File: src/hw/rtl/assert_macros.svh
// ---------------------------------------------------------------------------
// assert_macros.svh
// concurrent assertion helpers, compiled out when ASSERT_OFF is defined
// ---------------------------------------------------------------------------
`ifndef ASSERT_MACROS_SVH
`define ASSERT_MACROS_SVH

`ifndef ASSERT_OFF

`define ASSERT_IMPLY(lbl, clk, rst_n, ante, cons) \
  lbl: assert property (@(posedge clk) disable iff (!rst_n) (ante) |-> (cons)) \
    else $error("assertion failed: implication");

`define ASSERT_NEXT(lbl, clk, rst_n, ante, cons) \
  lbl: assert property (@(posedge clk) disable iff (!rst_n) (ante) |=> (cons)) \
    else $error("assertion failed: next-cycle implication");

`define ASSERT_ALWAYS(lbl, clk, rst_n, cond) \
  lbl: assert property (@(posedge clk) disable iff (!rst_n) (cond)) \
    else $error("assertion failed: invariant");

`else

`define ASSERT_IMPLY(lbl, clk, rst_n, ante, cons)
`define ASSERT_NEXT(lbl, clk, rst_n, ante, cons)
`define ASSERT_ALWAYS(lbl, clk, rst_n, cond)

`endif

`endif

File: src/hw/rtl/tlbpt_pkg.sv
// ---------------------------------------------------------------------------
// tlbpt_pkg
// shared types and constants of the page translator
// ---------------------------------------------------------------------------
package tlbpt_pkg;

  localparam int HIT_CNT_W = 32;
  localparam logic [HIT_CNT_W-1:0] HIT_CNT_MAX = '1;

  typedef struct packed {
    logic page_fault;
    logic tlb_hit;
  } out_flags_t;

endpackage

File: src/hw/rtl/tlb_lru_page_translator.sv
// ---------------------------------------------------------------------------
// tlb_lru_page_translator
// logical to physical address translation, fully associative tlb with lru
// ---------------------------------------------------------------------------
// One translation per cycle sustained while the output is not stalled. An
// accepted transaction is held in the stage-1 register and its result in the
// output register. The page table frame memory is read when a transaction is
// accepted (with a bypass from the write of the transaction just ahead); the
// tag compare, lru rank update, page fault allocation and counter updates all
// happen together as it leaves stage 1. Page-mapped flags are flip-flops
// cleared by reset, so no clearing pass is needed after reset. The hit count
// saturates at all ones; frames are handed out in order and never reused.
module tlb_lru_page_translator #(
  parameter int PAGE_BITS   = 8,
  parameter int OFFSET_BITS = 8,
  parameter int TLB_ENTRIES = 16,
  localparam int ADDR_W      = PAGE_BITS + OFFSET_BITS,
  localparam int FCNT_W      = PAGE_BITS + 1,
  localparam int IN_TDATA_W  = ((ADDR_W + 7) / 8) * 8,
  localparam int OUT_BITS    = ADDR_W + PAGE_BITS + tlbpt_pkg::HIT_CNT_W + FCNT_W,
  localparam int OUT_TDATA_W = ((OUT_BITS + 7) / 8) * 8
) (
  input  logic                     clk,
  input  logic                     rst_n,
  input  logic                     in_tvalid,
  output logic                     in_tready,
  // logical_address
  input  logic [IN_TDATA_W-1:0]    in_tdata,
  output logic                     out_tvalid,
  input  logic                     out_tready,
  // physical_address, frame_number, hit_count, fault_count
  output logic [OUT_TDATA_W-1:0]   out_tdata,
  // tlb_hit, page_fault
  output tlbpt_pkg::out_flags_t    out_tuser
);

  import tlbpt_pkg::*;

  localparam int NUM_PAGES  = 1 << PAGE_BITS;
  localparam int IDX_W      = (TLB_ENTRIES > 1) ? $clog2(TLB_ENTRIES) : 1;
  localparam logic [IDX_W-1:0]  TOP_RANK   = IDX_W'(TLB_ENTRIES - 1);
  localparam logic [FCNT_W-1:0] FRAME_LAST = FCNT_W'(NUM_PAGES);

  // pipeline control
  logic s1_valid_r, s1_valid_nxt;
  logic out_valid_r, out_valid_nxt;
  logic advance, in_accept, proc;

  logic [ADDR_W-1:0]      s1_addr_r;
  logic [PAGE_BITS-1:0]   in_page, page;
  logic [OFFSET_BITS-1:0] offset;

  // page table
  logic [PAGE_BITS-1:0] pt_mem [NUM_PAGES];
  logic [PAGE_BITS-1:0] pt_rd_r;
  logic                 byp_r;
  logic [PAGE_BITS-1:0] byp_data_r;
  logic [PAGE_BITS-1:0] pt_frame;
  logic                 pt_write;
  logic [NUM_PAGES-1:0] mapped_r, mapped_nxt;

  // tlb
  logic [TLB_ENTRIES-1:0] valid_r, valid_nxt;
  logic [PAGE_BITS-1:0]   tag_r   [TLB_ENTRIES];
  logic [PAGE_BITS-1:0]   frame_r [TLB_ENTRIES];
  logic [IDX_W-1:0]       rank_r  [TLB_ENTRIES];
  logic [IDX_W-1:0]       rank_nxt[TLB_ENTRIES];
  logic [TLB_ENTRIES-1:0] hit_vec, top_vec;

  logic                 hit, fault;
  logic [IDX_W-1:0]     hit_idx, free_idx, lru_idx, slot_idx, touch_idx;
  logic [IDX_W-1:0]     old_rank;
  logic                 any_free;
  logic [PAGE_BITS-1:0] frame;

  // counters
  logic [FCNT_W-1:0]    next_free_r, next_free_nxt;
  logic [HIT_CNT_W-1:0] hits_r, hits_nxt;
  logic [FCNT_W-1:0]    faults_r, faults_nxt;

  // result register
  logic [ADDR_W-1:0]    out_phys_r;
  logic [PAGE_BITS-1:0] out_frame_r;
  out_flags_t           out_flags_r;

  assign advance   = !out_valid_r || out_tready;
  assign in_tready = !s1_valid_r || advance;
  assign in_accept = in_tvalid && in_tready;
  assign proc      = s1_valid_r && advance;

  assign in_page = in_tdata[ADDR_W-1:OFFSET_BITS];
  assign page    = s1_addr_r[ADDR_W-1:OFFSET_BITS];
  assign offset  = s1_addr_r[OFFSET_BITS-1:0];

  assign pt_frame = byp_r ? byp_data_r : pt_rd_r;

  // tag compare and entry selection
  always_comb begin
    hit_idx  = '0;
    free_idx = '0;
    lru_idx  = '0;
    any_free = 1'b0;
    for (int i = 0; i < TLB_ENTRIES; i++) begin
      hit_vec[i] = valid_r[i] && (tag_r[i] == page);
      top_vec[i] = (rank_r[i] == TOP_RANK);
    end
    for (int i = TLB_ENTRIES - 1; i >= 0; i--) begin
      if (hit_vec[i]) begin
        hit_idx = IDX_W'(i);
      end
      if (!valid_r[i]) begin
        free_idx = IDX_W'(i);
        any_free = 1'b1;
      end
      if (rank_r[i] == '0) begin
        lru_idx = IDX_W'(i);
      end
    end
  end

  assign hit       = |hit_vec;
  assign fault     = !hit && !mapped_r[page];
  assign slot_idx  = any_free ? free_idx : lru_idx;
  assign touch_idx = hit ? hit_idx : slot_idx;
  assign old_rank  = rank_r[touch_idx];
  assign pt_write  = proc && fault;

  always_comb begin
    priority if (hit) begin
      frame = frame_r[hit_idx];
    end else if (mapped_r[page]) begin
      frame = pt_frame;
    end else begin
      frame = next_free_r[PAGE_BITS-1:0];
    end
  end

  // state next values
  always_comb begin
    valid_nxt     = valid_r;
    mapped_nxt    = mapped_r;
    next_free_nxt = next_free_r;
    hits_nxt      = hits_r;
    faults_nxt    = faults_r;
    for (int i = 0; i < TLB_ENTRIES; i++) begin
      rank_nxt[i] = rank_r[i];
    end
    if (proc) begin
      for (int i = 0; i < TLB_ENTRIES; i++) begin
        if (IDX_W'(i) == touch_idx) begin
          rank_nxt[i] = TOP_RANK;
        end else if (rank_r[i] > old_rank) begin
          rank_nxt[i] = rank_r[i] - 1'b1;
        end
      end
      if (hit) begin
        if (hits_r != HIT_CNT_MAX) begin
          hits_nxt = hits_r + 1'b1;
        end
      end else begin
        valid_nxt[slot_idx] = 1'b1;
      end
      if (fault) begin
        mapped_nxt[page] = 1'b1;
        faults_nxt       = faults_r + 1'b1;
        if (next_free_r < FRAME_LAST) begin
          next_free_nxt = next_free_r + 1'b1;
        end
      end
    end
  end

  always_comb begin
    s1_valid_nxt = s1_valid_r;
    if (in_accept) begin
      s1_valid_nxt = 1'b1;
    end else if (proc) begin
      s1_valid_nxt = 1'b0;
    end
    out_valid_nxt = out_valid_r;
    if (proc) begin
      out_valid_nxt = 1'b1;
    end else if (out_tready) begin
      out_valid_nxt = 1'b0;
    end
  end

  always_ff @(posedge clk) begin
    if (!rst_n) begin
      s1_valid_r  <= 1'b0;
      out_valid_r <= 1'b0;
      valid_r     <= '0;
      mapped_r    <= '0;
      next_free_r <= '0;
      hits_r      <= '0;
      faults_r    <= '0;
      for (int i = 0; i < TLB_ENTRIES; i++) begin
        rank_r[i] <= IDX_W'(i);
      end
    end else begin
      s1_valid_r  <= s1_valid_nxt;
      out_valid_r <= out_valid_nxt;
      valid_r     <= valid_nxt;
      mapped_r    <= mapped_nxt;
      next_free_r <= next_free_nxt;
      hits_r      <= hits_nxt;
      faults_r    <= faults_nxt;
      for (int i = 0; i < TLB_ENTRIES; i++) begin
        rank_r[i] <= rank_nxt[i];
      end
    end
  end

  // payload registers
  always_ff @(posedge clk) begin
    if (in_accept) begin
      s1_addr_r <= in_tdata[ADDR_W-1:0];
    end
    if (proc && !hit) begin
      tag_r[slot_idx]   <= page;
      frame_r[slot_idx] <= frame;
    end
    if (proc) begin
      out_phys_r             <= {frame, offset};
      out_frame_r            <= frame;
      out_flags_r.tlb_hit    <= hit;
      out_flags_r.page_fault <= fault;
    end
  end

  // page table frame memory
  always_ff @(posedge clk) begin
    if (pt_write) begin
      pt_mem[page] <= next_free_r[PAGE_BITS-1:0];
    end
    if (in_accept) begin
      pt_rd_r    <= pt_mem[in_page];
      byp_r      <= pt_write && (page == in_page);
      byp_data_r <= next_free_r[PAGE_BITS-1:0];
    end
  end

  assign out_tvalid = out_valid_r;
  assign out_tuser  = out_flags_r;
  assign out_tdata  = OUT_TDATA_W'({faults_r, hits_r, out_frame_r, out_phys_r});

  `include "assert_macros.svh"

  `ASSERT_ALWAYS(a_top_rank_unique, clk, rst_n, $onehot(top_vec))
  `ASSERT_IMPLY(a_hit_is_mapped, clk, rst_n, s1_valid_r && hit, mapped_r[page])
  `ASSERT_NEXT(a_touched_is_top, clk, rst_n, proc, rank_r[$past(touch_idx)] == TOP_RANK)
  `ASSERT_NEXT(a_fault_allocates, clk, rst_n, proc && fault,
               faults_r == $past(faults_r) + 1'b1)

endmodule

File: config.mk
export PLATFORM = sky130hd
export DESIGN_NAME = tlb_lru_page_translator
export DESIGN_NICKNAME = d
export VERILOG_FILES = /design/src/hw/rtl/tlbpt_pkg.sv /design/src/hw/rtl/tlb_lru_page_translator.sv
export VERILOG_INCLUDE_DIRS = /design/src /design/src/hw/rtl
export SDC_FILE = /design/constraint.sdc
export NUM_CORES = 2
export LEC_CHECK = 0
export ABC_AREA = 0
export BUFFER_PORTS_ARGS = -buffer_cell sky130_fd_sc_hd__buf_2
export CORE_MARGIN = 1
export CORE_UTILIZATION = 40
export CTS_BUF_LIST = sky130_fd_sc_hd__clkbuf_2
export DETAILED_ROUTE_END_ITERATION = 10
export PLACE_DENSITY = 0.66
export SYNTH_ARGS = -nofsm -noshare
export SYNTH_HDL_FRONTEND = slang
export SYNTH_SLANG_ARGS = --single-unit
File: constraint.sdc
create_clock -name clk -period 11.8 [get_ports clk]
set_input_delay 1.18 -clock clk [delete_from_list [all_inputs] [get_ports clk]]
set_output_delay 1.18 -clock clk [all_outputs]
set_load 0.03 [all_outputs]
==> impl_metrics.py <==
metrics = {
    "timing": {
        "finalCritPeriodShare_pct": 62.9,
        "grt_setup_unrepaired": "false",
        "worst_slew_margin_rel_pct": 9.73,
        "timing.final.hold_violations": 0,
        "post-route-worst-setup-slack_ns": 4.38,
        "setup_viol": 0,
        "fin_worst_skew_ns": 0.231,
        "period_minus_ws_final_ns": 7.42,
        "minimum_hold_slack_ns": 0.349,
        "tightestPinTransition_ns": 1.35,
        "fin_setup_tns_ns": 0,
        "timing.final.max_slew_violations": 0,
        "fmax_mhz": 135,
    },
    "placed_design": {
        "post-place-ws_ns": 4.51,
        "dp_hpwl_mm": 160,
        "place_congestion": 0.823,
        "io_buffers": 88,
        "placed_cells_incl_taps": 9322,
    },
    "cts": {
        "ctsResizeCount": 0,
        "h-tree-depth": 6,
        "cts_hold_buf": 30,
        "max_root_sink_buffers": 4,
        "worst_setup_hold_path_clk_slew_ns": 0.10,
        "clock_tree.root_cell": "sky130_fd_sc_hd__clkbuf_2",
        "cts_tree": "done",
        "cts.repair_timing.setup_buffer_count": 0,
        "numCtsBuffers": 685,
        "worstSkewPairLatency_ns": 1.99,
        "clock_sink_count": 2743,
    },
    "outcome": {
        "run_status": "finished, final reports clean",
    },
    "detailed_routing": {
        "initialDrtViolationCount": 5942,
        "drt_drc_violations_left": 0,
        "avgRoutedWirePerCell_um": 25.4,
        "postRouteAntennaNets": 0,
        "vias": 58965,
        "wirelength_mm": 268,
        "vias_per_std_cell": 5.59,
        "dr.pass1.iters": 6,
    },
    "yosys": {
        "synthesis.area_per_instance_um2": 19.2,
        "yosys_warnings": 0,
        "post_synth_num_cell_types": 67,
        "synth_seq_cells": 2743,
        "synth_enable_flop_cells": 2355,
        "yosysTopAreaCell": "sky130_fd_sc_hd__edfxtp_1",
        "post_synth_inst_count": 5775,
        "leading_cell_types_by_total_area_after_synthesis": "sky130_fd_sc_hd__edfxtp_1 (64%), sky130_fd_sc_hd__mux4_2 (16%), sky130_fd_sc_hd__dfxtp_1 (7.0%)",
        "top_flip_flop_cell_by_instance_count_after_synthesis": "sky130_fd_sc_hd__edfxtp_1",
        "share_of_flip_flops_with_an_asynchronous_set_or_reset_pct": 0,
        "synth_top_cell_area_share_pct": 63.9,
        "netlist_area_um2": 111000,
        "seq_area_frac_synth_pct": 70.9,
    },
    "worst_hold_path": {
        "hold_path.startpoint": "rst_n",
        "min_delay_path_depth": 3,
        "timing.hold.worst_endpoint": "rank_r[8][3]$_SDFFE_PN1P_",
        "worstHoldPathType": "in -> reg",
    },
    "floorplanning": {
        "initial_utilization_pct": 40.3,
        "num_io_pins": 96,
        "chipHeight_um": 528,
        "design.die.area_um2": 279000,
        "floorplan.rows": 192,
        "chipWidth_um": 528,
        "design.core.area_um2": 274000,
    },
    "setup_path": {
        "end_kind": "register",
        "r2r_start": "s1_addr_r[8]$_DFFE_PP_",
        "reg2reg_depth": 12,
        "slowest_delay_ns": 0.96,
        "cp.required_ns": 13.27,
        "crit_arrival_ns": 8.89,
        "r2r_setup_slack_ns": 4.38,
        "cp_slowest_cell": "sky130_fd_sc_hd__nor3_2",
        "cp-start-kind": "register",
        "regToRegEndpoint": "pt_mem[139][7]$_DFFE_PP_",
        "crit_top_cell": "sky130_fd_sc_hd__buf_4",
        "path_type_of_the_worst_setup_path": "reg -> reg",
        "critical_path.cell_chain": "buf_4, buf_4, mux4_2, mux4_2, mux4_2, a22oi_1, nand2_1, buf_4, or3_4, buf_4, buf_4, nor3_2",
        "worst-path-max-fanout": 65,
    },
    "layout": {
        "layout-drive-gt1-share_pct": 34.1,
        "mostFrequentLayoutCells": "sky130_fd_sc_hd__edfxtp_1 (2355), sky130_fd_sc_hd__clkbuf_2 (1031), sky130_fd_sc_hd__mux4_2 (776)",
        "count_of_non_filler_cells_in_the_finished_layout": 10546,
        "nNetsFinal": 6457,
        "final_common_cell": "sky130_fd_sc_hd__edfxtp_1",
        "syn_to_final_growth_pct": 9.89,
    },
    "global_routing": {
        "grtUsageTotal_pct": 19.2,
        "vias_in_the_first_global_route": 60331,
        "grt_antenna_before_repair": 20,
        "largest_net_degree_at_the_start_of_global_routing": 197,
        "overflow": 0,
        "grt_first_pass_wirelength_mm": 397,
    },
    "flow_run": {
        "max-cap-violations": 0,
    },
    "power_and_ir_drop": {
        "p_leak_nw": 39.9,
        "powerDensity_nw_per_um2": 145,
        "power.ir.vdd_worst_mv": 0.122,
    },
}
==> area by class of cell <==
class	instances	area, um^2
Inverter	60	230
Timing Repair Buffer	227	1670
Fill cell	23793	153000
Antenna cell	6	15.0
Clock buffer	1031	5160
Sequential cell	2743	78500
Tap cell	3686	4610
Multi-Input combinational cell	2637	30500
Clock inverter	156	930
==> power breakdown <==
group | switching [mW] | internal (mW) | total [mW]
registers | 0.0430 | 10.4 | 10.5
clock network | 3.77 | 2.52 | 6.29
logic | 0.514 | 0.281 | 0.795
total | 4.33 | 13.3 | 17.6
==> per-stage QoR <==
step / instance area, um^2 / power [mW] / util (%)
floorplan: 111000 / 11.3 / -
global route: 122000 / 18.3 / 44.3
detailed placement: 115000 / 11.5 / 42.0
finish: 122000 / 17.6 / 44.3
CTS: 122000 / 17.7 / 44.3
global placement: 115000 / 11.5 / 42.0
==> sequential cells by signal, summed over array words and instances, names as in the netlist, 32 cells and up <==
name	count
mapped_r	256
hits_r	32
tag_r	128
rank_r	64
frame_r	128
pt_mem	2048
==> how the worst max path moves through the flow <==
stage / startpoint / end / slack (ns) / cells past startpoint
after floorplan: s1_addr_r[8]$_DFFE_PP_ / rank_r[15][3]$_SDFFE_PN1P_ / 5.61 / 22
after global placement: s1_addr_r[8]$_DFFE_PP_ / pt_mem[205][2]$_DFFE_PP_ / 4.67 / 12
after detailed placement: s1_addr_r[8]$_DFFE_PP_ / pt_mem[139][2]$_DFFE_PP_ / 4.51 / 12
after CTS: s1_addr_r[8]$_DFFE_PP_ / pt_mem[139][7]$_DFFE_PP_ / 4.44 / 12
after global routing: s1_addr_r[12]$_DFFE_PP_ / rank_r[3][3]$_SDFFE_PN0P_ / 4.00 / 21
final: s1_addr_r[8]$_DFFE_PP_ / pt_mem[139][7]$_DFFE_PP_ / 4.38 / 12
==> cell families (layout without fill, tap and decap cells) <==
| kind of cell | after synthesis | count (layout) | synth area share (%) |
|---|---|---|---|
| AOI/OAI and AO/OA | 490 | 490 | 3.07 |
| muxes | 863 | 863 | 16.6 |
| DFF | 2743 | 2743 | 70.9 |
| buffers and inverters | 401 | 1474 | 1.68 |
| xor gates and xnor gates | 183 | 183 | 1.45 |
| and+or+nand+nor | 1011 | 1011 | 5.35 |
| adders and majority gates | 83 | 83 | 0.938 |
| other | 1 | 13 | 0.00339 |
==> cell usage after synthesis (8+ instances only) <==
master	number
sky130_fd_sc_hd__a211oi_1	19
sky130_fd_sc_hd__a21o_1	12
sky130_fd_sc_hd__a21oi_1	69
sky130_fd_sc_hd__a221oi_1	22
sky130_fd_sc_hd__a22oi_1	9
sky130_fd_sc_hd__a32oi_1	8
sky130_fd_sc_hd__a41o_1	10
sky130_fd_sc_hd__a41oi_1	9
sky130_fd_sc_hd__and2_1	14
sky130_fd_sc_hd__and3_1	19
sky130_fd_sc_hd__buf_1	91
sky130_fd_sc_hd__buf_2	31
sky130_fd_sc_hd__buf_4	19
sky130_fd_sc_hd__buf_6	32
sky130_fd_sc_hd__clkbuf_1	168
sky130_fd_sc_hd__dfxtp_1	388
sky130_fd_sc_hd__edfxtp_1	2355
sky130_fd_sc_hd__ha_1	83
sky130_fd_sc_hd__inv_1	60
sky130_fd_sc_hd__mux2i_1	86
sky130_fd_sc_hd__mux4_2	776
sky130_fd_sc_hd__nand2_1	148
sky130_fd_sc_hd__nand2b_1	18
sky130_fd_sc_hd__nand3_1	69
sky130_fd_sc_hd__nand4_1	44
sky130_fd_sc_hd__nor2_1	327
sky130_fd_sc_hd__nor2b_1	32
sky130_fd_sc_hd__nor3_1	40
sky130_fd_sc_hd__nor3_2	225
sky130_fd_sc_hd__nor3b_1	14
sky130_fd_sc_hd__nor4_1	21
sky130_fd_sc_hd__o21a_1	200
sky130_fd_sc_hd__o21ai_0	82
sky130_fd_sc_hd__or2_2	8
sky130_fd_sc_hd__or3_1	9
sky130_fd_sc_hd__xnor2_1	149
sky130_fd_sc_hd__xor2_1	34
==> routing by layer <==
metal	vias up	wire length, um	part of all wire [%]	track usage, %
li1	25025	-	-	-
met1	30971	112000	42	26.4
met2	2580	128000	48	30.3
met3	383	21800	8.1	4.18
met4	6	6250	2.3	6.14
met5	-	40	0.015	0
==> critical path: cells and delay by family, from the launching register on <==
| family | cells | cell delay, ns |
|---|---|---|
| multiplexers | 3 | 1.67 |
| AND/OR/NAND/NOR | 3 | 1.63 |
| AO/OA/AOI/OAI | 1 | 0.33 |
| flip-flops | 1 | 0.37 |
| buffers and inverters | 5 | 2.66 |
Note: power is estimated with default switching activity, not from simulation.
